<file path="config.mk">
export PLATFORM = sky130hd
export DESIGN_NAME = sha1_byte_stream_hash_core
export DESIGN_NICKNAME = d
export VERILOG_FILES = /design/src/hdl/sha1bs_pkg.sv /design/src/hdl/sha1bs_datapath.sv /design/src/hdl/sha1bs_ctrl.sv /design/src/hdl/sha1_byte_stream_hash_core.sv
export SDC_FILE = /design/constraint.sdc
export NUM_CORES = 2
export LEC_CHECK = 0
export BUFFER_PORTS_ARGS = -buffer_cell sky130_fd_sc_hd__buf_2
export CAP_MARGIN = 20
export CORE_UTILIZATION = 65
export CTS_CLUSTER_SIZE = 20
export DETAILED_ROUTE_END_ITERATION = 10
export PLACE_DENSITY = 0.85
export RECOVER_POWER = 25
export REMOVE_ABC_BUFFERS = 1
export SLEW_MARGIN = 40
export SYNTH_ARGS = -nofsm -noshare
export SYNTH_HDL_FRONTEND = slang
export SYNTH_HIERARCHICAL = 1
export SYNTH_SLANG_ARGS = --single-unit
</file>
<file path="constraint.sdc">
create_clock -name clk -period 36.1 [get_ports clk]
set_clock_uncertainty 0.05 [all_clocks]
set_input_delay 5.415 -clock clk [delete_from_list [all_inputs] [get_ports clk]]
set_output_delay 5.415 -clock clk [all_outputs]
set_load 0.1 [all_outputs]
</file>
<file path="src/hdl/sha1bs_pkg.sv">
// Shared constants, command/status types and helper functions for the SHA-1 byte hash core.
`timescale 1ns / 1ps

package sha1bs_pkg;

  localparam int WORD_W       = 32;
  localparam int BYTE_W       = 8;
  localparam int BLOCK_BYTES  = 64;
  localparam int BLOCK_BITS   = BLOCK_BYTES * BYTE_W;
  localparam int FILL_W       = 6;
  localparam int LEN_W        = 64;
  localparam int LEN_BYTES    = LEN_W / BYTE_W;
  localparam int LEN_OFFSET   = BLOCK_BYTES - LEN_BYTES;
  localparam int NUM_ROUNDS   = 80;
  localparam int ROUND_W      = 7;
  localparam int DIGEST_WORDS = 5;
  localparam int IDX_W        = 3;
  localparam int OUT_DATA_W   = 40;

  // padding byte selects
  localparam logic [1:0] PAD_MARK = 2'd0;
  localparam logic [1:0] PAD_ZERO = 2'd1;
  localparam logic [1:0] PAD_LEN  = 2'd2;

  localparam logic [BYTE_W-1:0] PAD_MARK_BYTE = 8'h80;

  typedef struct packed {
    logic       load_byte;
    logic       pad_byte;
    logic [1:0] pad_sel;
    logic       work_load;
    logic       round_en;
    logic       chain_add;
    logic       publish;
    logic       clear;
  } sha1bs_cmd_t;

  typedef struct packed {
    logic [FILL_W-1:0] fill;
    logic              ovf;
    logic              round_last;
    logic              out_busy;
  } sha1bs_sts_t;

  function automatic logic [WORD_W-1:0] init_word(input logic [IDX_W-1:0] idx);
    logic [WORD_W-1:0] w;
    case (idx)
      3'd0:    w = 32'h67452301;
      3'd1:    w = 32'hEFCDAB89;
      3'd2:    w = 32'h98BADCFE;
      3'd3:    w = 32'h10325476;
      default: w = 32'hC3D2E1F0;
    endcase
    return w;
  endfunction

  function automatic logic [WORD_W-1:0] round_k(input logic [ROUND_W-1:0] rnd);
    logic [WORD_W-1:0] k;
    if (rnd < ROUND_W'(20)) begin
      k = 32'h5A827999;
    end else if (rnd < ROUND_W'(40)) begin
      k = 32'h6ED9EBA1;
    end else if (rnd < ROUND_W'(60)) begin
      k = 32'h8F1BBCDC;
    end else begin
      k = 32'hCA62C1D6;
    end
    return k;
  endfunction

endpackage

</file>
<file path="src/hdl/sha1bs_datapath.sv">
// Datapath: block shift buffer, message schedule, round unit, chaining state and output buffer.
`timescale 1ns / 1ps

module sha1bs_datapath
  import sha1bs_pkg::*;
(
  input  logic                  clk,
  input  logic                  rst_n,
  input  sha1bs_cmd_t           cmd,
  output sha1bs_sts_t           sts,
  input  logic [BYTE_W-1:0]     in_byte,
  output logic                  out_tvalid,
  input  logic                  out_tready,
  output logic [OUT_DATA_W-1:0] out_tdata,
  output logic                  out_tlast,
  output logic                  out_tuser
);

  logic [BLOCK_BITS-1:0]  blk_r, blk_nxt;
  logic [FILL_W-1:0]      fill_r;
  logic [LEN_W-1:0]       len_r, len_sum;
  logic                   ovf_r;
  logic [ROUND_W-1:0]     rnd_r;
  logic [WORD_W-1:0]      a_r, b_r, c_r, d_r, e_r;
  logic [WORD_W-1:0]      chain_r [DIGEST_WORDS];
  logic [WORD_W-1:0]      obuf_r  [DIGEST_WORDS];
  logic [IDX_W-1:0]       oidx_r;
  logic                   ostat_r;
  logic                   ovalid_r;

  logic                   shift_en;
  logic [BYTE_W-1:0]      pad_val, byte_val;
  logic [WORD_W-1:0]      w0, w2, w8, w13, w_mix, w_new;
  logic [WORD_W-1:0]      f_val, t_val;

  assign shift_en = (cmd.load_byte && !ovf_r) || cmd.pad_byte;
  assign len_sum  = len_r + LEN_W'(BYTE_W);

  always_comb begin
    case (cmd.pad_sel)
      PAD_MARK: pad_val = PAD_MARK_BYTE;
      // length bytes go out most significant first
      PAD_LEN:  pad_val = len_r[{~fill_r[2:0], 3'b000} +: BYTE_W];
      default:  pad_val = '0;
    endcase
  end

  assign byte_val = cmd.load_byte ? in_byte : pad_val;

  // schedule word j sits at the top of the buffer, word 0 highest
  assign w0    = blk_r[BLOCK_BITS-1            -: WORD_W];
  assign w2    = blk_r[BLOCK_BITS-1-2*WORD_W   -: WORD_W];
  assign w8    = blk_r[BLOCK_BITS-1-8*WORD_W   -: WORD_W];
  assign w13   = blk_r[BLOCK_BITS-1-13*WORD_W  -: WORD_W];
  assign w_mix = w13 ^ w8 ^ w2 ^ w0;
  assign w_new = {w_mix[WORD_W-2:0], w_mix[WORD_W-1]};

  always_comb begin
    blk_nxt = blk_r;
    if (shift_en) begin
      blk_nxt = {blk_r[BLOCK_BITS-BYTE_W-1:0], byte_val};
    end else if (cmd.round_en) begin
      blk_nxt = {blk_r[BLOCK_BITS-WORD_W-1:0], w_new};
    end
  end

  always_comb begin
    if (rnd_r < ROUND_W'(20)) begin
      f_val = (b_r & c_r) | (~b_r & d_r);
    end else if (rnd_r < ROUND_W'(40)) begin
      f_val = b_r ^ c_r ^ d_r;
    end else if (rnd_r < ROUND_W'(60)) begin
      f_val = (b_r & c_r) | (b_r & d_r) | (c_r & d_r);
    end else begin
      f_val = b_r ^ c_r ^ d_r;
    end
  end

  assign t_val = {a_r[WORD_W-6:0], a_r[WORD_W-1:WORD_W-5]} + f_val + e_r + w0 + round_k(rnd_r);

  always_ff @(posedge clk) begin
    blk_r <= blk_nxt;
    if (cmd.work_load) begin
      a_r <= chain_r[0];
      b_r <= chain_r[1];
      c_r <= chain_r[2];
      d_r <= chain_r[3];
      e_r <= chain_r[4];
    end else if (cmd.round_en) begin
      a_r <= t_val;
      b_r <= a_r;
      c_r <= {b_r[1:0], b_r[WORD_W-1:2]};
      d_r <= c_r;
      e_r <= d_r;
    end
    if (cmd.publish) begin
      for (int i = 0; i < DIGEST_WORDS; i++) begin
        obuf_r[i] <= ovf_r ? '0 : chain_r[i];
      end
      ostat_r <= ovf_r;
    end
  end

  always_ff @(posedge clk) begin
    if (!rst_n || cmd.clear) begin
      fill_r <= '0;
      len_r  <= '0;
      ovf_r  <= 1'b0;
      for (int i = 0; i < DIGEST_WORDS; i++) begin
        chain_r[i] <= init_word(IDX_W'(i));
      end
    end else begin
      if (shift_en) begin
        fill_r <= fill_r + 1'b1;
      end
      if (cmd.load_byte && !ovf_r) begin
        len_r <= len_sum;
        if (len_sum == '0) begin
          ovf_r <= 1'b1;
        end
      end
      if (cmd.chain_add) begin
        chain_r[0] <= chain_r[0] + a_r;
        chain_r[1] <= chain_r[1] + b_r;
        chain_r[2] <= chain_r[2] + c_r;
        chain_r[3] <= chain_r[3] + d_r;
        chain_r[4] <= chain_r[4] + e_r;
      end
    end
  end

  always_ff @(posedge clk) begin
    if (!rst_n) begin
      rnd_r <= '0;
    end else if (cmd.work_load) begin
      rnd_r <= '0;
    end else if (cmd.round_en) begin
      rnd_r <= rnd_r + 1'b1;
    end
  end

  // output buffer lets the core start the next message while words drain
  always_ff @(posedge clk) begin
    if (!rst_n) begin
      ovalid_r <= 1'b0;
      oidx_r   <= '0;
    end else if (cmd.publish) begin
      ovalid_r <= 1'b1;
      oidx_r   <= '0;
    end else if (ovalid_r && out_tready) begin
      if (oidx_r == IDX_W'(DIGEST_WORDS-1)) begin
        ovalid_r <= 1'b0;
      end else begin
        oidx_r <= oidx_r + 1'b1;
      end
    end
  end

  assign out_tvalid = ovalid_r;
  assign out_tdata  = {{(OUT_DATA_W-WORD_W-IDX_W){1'b0}}, oidx_r, obuf_r[oidx_r]};
  assign out_tlast  = (oidx_r == IDX_W'(DIGEST_WORDS-1));
  assign out_tuser  = ostat_r;

  assign sts.fill       = fill_r;
  assign sts.ovf        = ovf_r;
  assign sts.round_last = (rnd_r == ROUND_W'(NUM_ROUNDS-1));
  assign sts.out_busy   = ovalid_r;

endmodule

</file>
<file path="src/hdl/sha1bs_ctrl.sv">
// Controller: sequences absorb, padding, block compression and digest hand-off.
`timescale 1ns / 1ps

module sha1bs_ctrl
  import sha1bs_pkg::*;
(
  input  logic        clk,
  input  logic        rst_n,
  input  logic        in_tvalid,
  output logic        in_tready,
  input  logic        in_tlast,
  input  logic        in_tuser,
  input  sha1bs_sts_t sts,
  output sha1bs_cmd_t cmd
);

  localparam logic [2:0] S_IDLE   = 3'd0;
  localparam logic [2:0] S_DECIDE = 3'd1;
  localparam logic [2:0] S_PAD    = 3'd2;
  localparam logic [2:0] S_LOAD   = 3'd3;
  localparam logic [2:0] S_ROUND  = 3'd4;
  localparam logic [2:0] S_ADD    = 3'd5;
  localparam logic [2:0] S_PUB    = 3'd6;

  localparam logic [FILL_W-1:0] FILL_LAST = FILL_W'(BLOCK_BYTES-1);
  localparam logic [FILL_W-1:0] FILL_LEN  = FILL_W'(LEN_OFFSET);

  logic [2:0] state_r, state_nxt;
  logic       eom_r, eom_nxt;
  logic       mark_r, mark_nxt;
  logic       lenok_r, lenok_nxt;
  logic       final_r, final_nxt;
  logic [1:0] sel;

  always_comb begin
    state_nxt = state_r;
    eom_nxt   = eom_r;
    mark_nxt  = mark_r;
    lenok_nxt = lenok_r;
    final_nxt = final_r;
    cmd       = '0;
    in_tready = 1'b0;
    sel       = PAD_ZERO;
    unique case (state_r)
      S_IDLE: begin
        in_tready = 1'b1;
        if (in_tvalid) begin
          cmd.load_byte = in_tuser;
          eom_nxt       = in_tlast;
          if (in_tuser && !sts.ovf && sts.fill == FILL_LAST) begin
            state_nxt = S_LOAD;
          end else if (in_tlast) begin
            state_nxt = S_DECIDE;
          end
        end
      end
      S_DECIDE: begin
        state_nxt = sts.ovf ? S_PUB : S_PAD;
      end
      S_PAD: begin
        if (!mark_r) begin
          sel = PAD_MARK;
        end else if (lenok_r && sts.fill >= FILL_LEN) begin
          sel = PAD_LEN;
        end
        cmd.pad_byte = 1'b1;
        cmd.pad_sel  = sel;
        mark_nxt     = 1'b1;
        // marker leaves room for the length in this block
        if (!mark_r && sts.fill < FILL_LEN) begin
          lenok_nxt = 1'b1;
        end
        if (sts.fill == FILL_LAST) begin
          final_nxt = (sel == PAD_LEN);
          state_nxt = S_LOAD;
        end
      end
      S_LOAD: begin
        cmd.work_load = 1'b1;
        state_nxt     = S_ROUND;
      end
      S_ROUND: begin
        cmd.round_en = 1'b1;
        if (sts.round_last) begin
          state_nxt = S_ADD;
        end
      end
      S_ADD: begin
        cmd.chain_add = 1'b1;
        if (final_r) begin
          state_nxt = S_PUB;
        end else if (mark_r) begin
          lenok_nxt = 1'b1;
          state_nxt = S_PAD;
        end else if (eom_r) begin
          state_nxt = S_DECIDE;
        end else begin
          state_nxt = S_IDLE;
        end
      end
      S_PUB: begin
        // hold until the previous digest has drained
        if (!sts.out_busy) begin
          cmd.publish = 1'b1;
          cmd.clear   = 1'b1;
          eom_nxt     = 1'b0;
          mark_nxt    = 1'b0;
          lenok_nxt   = 1'b0;
          final_nxt   = 1'b0;
          state_nxt   = S_IDLE;
        end
      end
      default: begin
        state_nxt = S_IDLE;
      end
    endcase
  end

  always_ff @(posedge clk) begin
    if (!rst_n) begin
      state_r <= S_IDLE;
      eom_r   <= 1'b0;
      mark_r  <= 1'b0;
      lenok_r <= 1'b0;
      final_r <= 1'b0;
    end else begin
      state_r <= state_nxt;
      eom_r   <= eom_nxt;
      mark_r  <= mark_nxt;
      lenok_r <= lenok_nxt;
      final_r <= final_nxt;
    end
  end

endmodule

</file>
<file path="src/hdl/sha1_byte_stream_hash_core.sv">
// Input: bytes are taken only in the idle state; after each full 64-byte block none is taken
// during the load, 80 rounds and chain add, as the single round unit does one round per cycle.
// End of message: a decision state, the padding bytes (up to 64, or up to 72 with an extra
// block), the compression(s), then the digest hand-off to the output buffer; on a length
// overflow the padding and compression are skipped. Output: five words leave at one per cycle
// while out_tready is high. Reset: rst_n synchronous, active low; returns chaining state,
// length and counters to start.
`timescale 1ns / 1ps

module sha1_byte_stream_hash_core
  import sha1bs_pkg::*;
(
  input  logic                  clk,
  input  logic                  rst_n,
  input  logic                  in_tvalid,
  output logic                  in_tready,
  input  logic [BYTE_W-1:0]     in_tdata,   // [7:0] byte_value
  input  logic                  in_tuser,   // [0] byte_valid
  input  logic                  in_tlast,   // end_of_message
  output logic                  out_tvalid,
  input  logic                  out_tready,
  output logic [OUT_DATA_W-1:0] out_tdata,  // [31:0] digest_word, [34:32] word_index, rest 0
  output logic                  out_tuser,  // [0] status
  output logic                  out_tlast   // last_word
);

  sha1bs_cmd_t cmd;
  sha1bs_sts_t sts;

  sha1bs_ctrl u_ctrl (
    .clk       (clk),
    .rst_n     (rst_n),
    .in_tvalid (in_tvalid),
    .in_tready (in_tready),
    .in_tlast  (in_tlast),
    .in_tuser  (in_tuser),
    .sts       (sts),
    .cmd       (cmd)
  );

  sha1bs_datapath u_datapath (
    .clk        (clk),
    .rst_n      (rst_n),
    .cmd        (cmd),
    .sts        (sts),
    .in_byte    (in_tdata),
    .out_tvalid (out_tvalid),
    .out_tready (out_tready),
    .out_tdata  (out_tdata),
    .out_tlast  (out_tlast),
    .out_tuser  (out_tuser)
  );

  a_no_input_during_rounds: assert property (@(posedge clk) disable iff (!rst_n)
    in_tready |-> !cmd.round_en)
    else $error("input ready while compressing");

  a_publish_when_free: assert property (@(posedge clk) disable iff (!rst_n)
    cmd.publish |-> !sts.out_busy)
    else $error("digest published over an undrained one");

  a_error_zero_word: assert property (@(posedge clk) disable iff (!rst_n)
    (out_tvalid && out_tuser) |-> (out_tdata[WORD_W-1:0] == '0))
    else $error("nonzero word with error status");

  a_last_on_final_index: assert property (@(posedge clk) disable iff (!rst_n)
    out_tvalid |-> (out_tlast == (out_tdata[WORD_W+IDX_W-1:WORD_W] == IDX_W'(DIGEST_WORDS-1))))
    else $error("last flag does not match final word index");

  a_publish_clears: assert property (@(posedge clk) disable iff (!rst_n)
    cmd.publish |=> (sts.fill == '0 && !sts.ovf && out_tvalid))
    else $error("state not cleared after digest hand-off");

endmodule
</file>
==> Yosys cells after proc, flatten, opt, wreduce, memory -nomap -nowiden <==
Memory sizes are Yosys's and may differ from the RTL's. A register that Yosys moved wholly into a read port is not among the register bits.
Cells that the tools add are included.
{ "op_classes": {"addsub": 13, "order_cmp": 5, "eq_ne": 19, "n_shift": 1, "mux": 80, "bitwise_logic": 21, "n_reduce_logical": 31} }
{ "op_table": {"columns": ["operator", "n"], "rows": [
  ["512-bit 2-to-1 mux", 2],
  ["32-bit 2-to-1 mux", 30],
  ["32-bit adder", 9],
  ["32-bit XOR", 5],
  ["32-bit bitwise AND", 4],
  ["32-bit OR", 3],
  ["64-bit by 4-bit adder with 64-bit output, second input constant", 1],
  ["64-bit logical NOT", 1],
  ["64-bit by 7-bit indexed part select with 8-bit output", 1],
  ["3-bit 2-to-1 mux", 11],
  ["32-bit inverter", 1],
  ["31-bit 2-to-1 mux", 1],
  ["1-bit 2-to-1 mux", 23],
  ["3-bit one-hot mux with 7 select lines", 1],
  ["8-bit one-hot mux with 2 select lines", 1],
  ["7-bit by 6-bit less-than comparator with 1-bit output, second input constant", 2],
  ["3-bit == test, second input constant", 4],
  ["2-bit 2-to-1 mux", 6],
  ["2-bit nonzero test", 6],
  ["5-bit AND reduction", 2],
  ["8-bit 2-to-1 mux", 1],
  ["2-bit != test, second input constant", 4],
  ["2-bit AND reduction", 4],
  ["7-bit by 1-bit adder with 7-bit output, second input constant", 1],
  ["25 further kinds", 46]
]} }
{ "totals": {"ff_bits": 762, "ramBits": 320, "in_bits": 14, "mem_count": 2} }
{ "memory_table": {"columns": ["name", "words", "width", "rd", "rd_ports_with_merged_regs", "write_ports", "line_no", "rtl"], "rows": [
  ["u_datapath.chain_r", 5, 32, 5, 0, 5, "sha1bs_datapath.sv:25", "logic [WORD_W-1:0] chain_r [DIGEST_WORDS];"],
  ["u_datapath.obuf_r", 5, 32, 1, 1, 5, "sha1bs_datapath.sv:26", "logic [WORD_W-1:0] obuf_r [DIGEST_WORDS];"]
]} }

==> Longest topological paths before layout <==
{ "depth": {"word_depth": 12, "ltp_mapped": 25, "depth_no_buf": 23} }

==> By module <==
The synthesis kept the hierarchy.
{ "modules_own_cells": {"columns": ["module", "n_inst", "cells_per_inst", "area_per_inst_um2", "seq_area_each_um2"], "rows": [
  ["sha1bs_datapath", 1, 5610, 59383.2, 31460.2],
  ["sha1bs_ctrl", 1, 76, 525.5, 140.1]
]} }

==> Worst setup path after synthesis <==
No wires, ideal clock.
{ "synth_timing": {"path_kind": "input port to flip-flop", "start": "input port in_tvalid", "end": "register u_datapath.blk_r[0], enable pin", "setup_time_ns": 0.909, "arrival_time_ns": 17.231, "slack_ns": 17.910, "path_stages": 5, "n_path_buf": 2, "path_cell_list": "and3_1 -> nor2b_1 -> clkbuf_1 -> buf_1 -> or3_1"} }
{ "synth_via": {"elab_chain_cells": 5} }
{ "synth_rtl": {"columns": ["item", "line_no", "rtl"], "rows": [
  ["from (decl)", "sha1_byte_stream_hash_core.sv:15", "input logic in_tvalid,"],
  ["1-bit 2-to-1 mux", "sha1bs_ctrl.sv:47", "if (in_tvalid) begin"],
  ["1-bit 2-to-1 mux", "sha1bs_ctrl.sv:44", "unique case (state_r)"],
  ["1-bit logical AND", "sha1bs_datapath.sv:36", "assign shift_en = (cmd.load_byte && !ovf_r) || cmd.pad_byte;"],
  ["1-bit logical OR", "sha1bs_datapath.sv:36", null],
  ["2-bit nonzero test (no line)", null, null],
  ["to (signal assigned)", "sha1bs_datapath.sv:82", "blk_r <= blk_nxt;"],
  ["to (decl)", "sha1bs_datapath.sv:19", "logic [BLOCK_BITS-1:0] blk_r, blk_nxt;"]
]} }
No other way between the ends.
A chain may end at the register's enable or synchronous reset.

==> summary.md <==
| Metric | Value |
|---|---|
| Cell Area, Synth | 59,900 um^2 |
| CP peak stage delay | 3.08 ns |
| Worst-Skew Late Latency | 0.71 ns |
| Fmax | 103 MHz |
| Seq pwr share | 0.481 |
| Fin area | 64,900 um^2 |
| Post-synth ARST share | 0 |
| Peak supply drop | 0.0000490 V |
| Crit path top cell by count | clkbuf_1 |
| EDFF count, synth | 993 |
| Largest net degree at the start of global routing | 227 |
| Max FO, Critical Path | 75 |
| Worst reg2reg endpoint | u_datapath/d_r[23] |
| Die Wd | 306 um |
| Failing checks | capacitance limit, slew limit |
| Initial Util | 0.661 |
| Total Wirelength | 147,000 um |
| Post-CTS Setup Repair Bufs | 0 |
| Die height | 306 um |
| CP Buf/Inv Count | 2 |
| R2r startpoint | u_ctrl/state_r[0] |
| I/O pin count | 58 |
| Worst Tran Pin Value | 4.54 ns |
| Antenna cell count | 0 |
| Via count | 42,760 |
| CP top delay family | buffers and inverters |
| Placed wire-length estimate | 98,700 um |
| Crit Path Category | reg2reg |
| Int Pwr | 2.37 mW |
| Flops & latches, synth | 1,082 |
| Slew HR | -2.03 |
| Hold Path Depth | 2 |
| Hold crit path type | reg2reg |
| Max-cap viol count | 11 |
| Gates resized, CTS repair | 0 |
| Unrepaired setup endpoints after global routing | no |
| Crit path required time | 36.26 ns |
| Critical path endpoint category | register |
| CP Data Arrival Time | 9.86 ns |
| Rows | 110 |
| Status | complete, but fails checks |
| Nets@finish | 5,987 |
| CTS H-tree lvls | 3 |
| Sw Pwr | 867 uW |
| Clock share of power | 0.371 |
| Switching power share of the total | 0.268 |
| R2R depth | 5 |
| CTS Sinks | 1,082 |
| P&R area growth vs syn | 8.30% |
| Clk root buf | clkbuf_16 |
| Vias in the first global route | 41,405 |
| First-pass GRT wire length | 229,000 um |
| Tcrit/Tclk final | 0.269 |
| Synth Flop Type | edfxtp_1 |
| Count of cell types in the netlist | 91 |
| P per Cell Area | 49.9 nW/um^2 |
| Setup_tns | 0 ns |
| Final GP Congestion | 0.932 |
| Crit-path cells | nand2_1, nor2_4, clkbuf_1, or2_0, clkbuf_1 |
| Synth Area per Inst | 10.5 um^2 |
| Hold endpoint | u_ctrl/eom_r |
| Crit path time final | 9.70 ns |
| Layout filler cell count | 5,967 |
| Buffers on Ports | 52 |
| Layout cells sized above 1 | 0.0901 |
| HP Start | u_ctrl/eom_r |
| DRT Pass-1 Iters | 7 |
| Leakage | 25.3 nW |
| Hold Fails Final Rpt | 0 |
| Initial antenna violation count | 2 |
| Drt wl/cell | 21.2 um |
| Mapped Cells | 5,686 |
| TritonCTS clock tree | yes |
| Total global routing overflow | 0 |
| Die area | 93,400 um^2 |
| Combinational share of power | 0.148 |
| Core area | 90,700 um^2 |
| Min Hold Slack | 0.451 ns |
| Iteration-0 DRC Markers | 5,222 |
| Startpoint Class | register |
| Via/cell ratio | 6.18 |
| CTS clk-pin slew, worst paths | 0.06 ns |
| Area post-placement | 61,100 um^2 |
| Reg2Reg Setup Slack | 26.40 ns |
| CTS Hold Bufs | 0 |
| # DRC | 0 |
| Total CTS buffers | 110 |
| Ys Warns | 6 |
| Final setup fails | 0 |
| Slowest CP cell | clkbuf_1 |
| Post-DRT Antenna Nets | 0 |
| Deepest clock path buffer count | 3 |
| Max Slew Vio Count | 638 |
| Gr usage total | 0.312 |
| Sequential-to-total area share from yosys stat | 0.527 |
==> layout by cell type, fill, tap and decap left out, drive strengths merged, types with 44 or more instances in the layout <==
cell,netlist,routed
nand2,1698,1698
edfxtp,993,993
nor2,263,263
inv,240,244
o21ai,214,214
xnor2,201,201
ha,199,199
nor2b,191,191
a21oi,173,173
mux2,151,151
clkbuf,205,143
xor2,127,127
fa,125,125
dfxtp,89,89
buf,45,88
a21o,87,87
nand3,80,80
nor3,60,60
clkinv,1,49
mux4,45,45
nand2b,44,44
==> worst register-to-register path, delay by kind of cell (launching register included) <==
kind / cells / cell delay (ns)
AND/OR/NAND/NOR: 3 / 2.33
flip-flops: 1 / 0.59
buffers and inverters: 2 / 6.18
==> logic make-up after synthesis <==
| group | share of synthesized area |
|---|---|
| multiplexers | 0.0515 |
| AO/OA/AOI/OAI | 0.0759 |
| flip-flops | 0.527 |
| other | 0.0000626 |
| adder cells (fa/ha/maj) | 0.0833 |
| XOR/XNOR | 0.0480 |
| buffers and inverters | 0.0331 |
| AND/OR/NAND/NOR | 0.181 |
==> power groups by stage <==
stage / Sequential [mW] / Clock (mW) / Combinational (mW)
floorplan: 1.59 / 0 / 0.435
finish: 1.56 / 1.20 / 0.478
CTS: 1.56 / 1.21 / 0.472
global placement: 1.58 / 0 / 0.440
global route: 1.56 / 1.26 / 0.533
detailed placement: 1.58 / 0 / 0.465
==> sequential cells by signal, indices dropped and copies added, names as in the netlist, 3 cells and up, named ones only <==
signal              cells
u_datapath/oidx_r       3
u_datapath/fill_r       6
u_datapath/rnd_r        7
u_datapath/e_r         32
u_datapath/d_r         32
u_datapath/b_r         32
u_datapath/len_r       61
u_datapath/a_r         32
u_datapath/c_r         32
u_ctrl/state_r          3
u_datapath/blk_r      512
u_datapath/chain_r    160
u_datapath/obuf_r     160
==> how the worst max path moves through the flow <==
stage	startpoint	to	slack, ns	cells after the start
2_1_floorplan	in_tvalid	u_datapath/blk_r[489]	13.52	4
3_3_place_gp	in_tvalid	u_datapath/blk_r[356]	26.71	7
3_5_place_dp	in_tvalid	u_datapath/blk_r[332]	26.88	7
4_1_cts	in_tvalid	u_datapath/blk_r[436]	27.66	7
5_1_grt	u_ctrl/state_r[0]	u_datapath/e_r[22]	26.02	5
6_report	u_ctrl/state_r[0]	u_datapath/d_r[23]	26.40	5
==> Yosys cell counts, drive strengths merged, types with 6 or more instances <==
cell type,number,share of area
o211ai,14,0.0018
ha,199,0.042
mux4,45,0.017
o31ai,13,0.0016
nor4,12,0.0019
and3,36,0.0038
nand3,80,0.0069
xor2,127,0.019
xnor2,201,0.029
nand4,34,0.0041
nand2b,44,0.0047
mux2i,37,0.0062
a211oi,23,0.0029
a221oi,8,0.0012
edfxtp,993,0.50
a31oi,21,0.0022
nor2b,191,0.020
and2,17,0.0018
nand2,1698,0.11
and4,11,0.0017
or2,13,0.0014
dfxtp,89,0.030
o21ai,214,0.018
a211o,9,0.0013
inv,240,0.015
nor3b,9,0.0011
or3,33,0.0035
clkbuf,205,0.013
o31a,7,0.0010
o21a,27,0.0034
fa,125,0.042
mux2,151,0.028
o221a,10,0.0019
o2111ai,6,0.00088
o22ai,10,0.0010
buf,45,0.0047
a221o,18,0.0030
a311oi,8,0.0013
a21oi,173,0.014
a21boi,9,0.0011
nor2,263,0.016
o21bai,21,0.0026
or4,6,0.00081
nor3,60,0.0052
a21o,87,0.011
==> metrics by stage <==
stage | util | power, mW | setup slack [ns] | cells
detailed placement | 0.673 | 2.04 | 26.88 | 6711
global placement | 0.672 | 2.02 | 26.71 | 6710
finish | 0.715 | 3.23 | 26.40 | 6923
CTS | 0.715 | 3.24 | 27.66 | 6921
floorplan | - | 2.02 | 13.52 | 5440
global route | 0.715 | 3.35 | 26.02 | 6923
==> cell type report <==
cell class	instances	area (um^2)	area share
multi-input combinational	4117	26400	0.407
inverter	241	906	0.0140
tap	1176	1470	0.0227
timing repair buffer	97	671	0.0103
clock inverter	76	948	0.0146
sequential	1082	31600	0.487
clock buffer	134	2880	0.0444
==> layer usage <==
metal / track usage / wire length (um) / vias up
met5: 0 / 0 / -
met1: 0.424 / 57600 / 20649
met2: 0.499 / 69300 / 2137
met3: 0.0514 / 13600 / 380
li1: - / - / 19594
met4: 0.139 / 6370 / 0
Note: power is estimated with default switching activity, not from simulation.
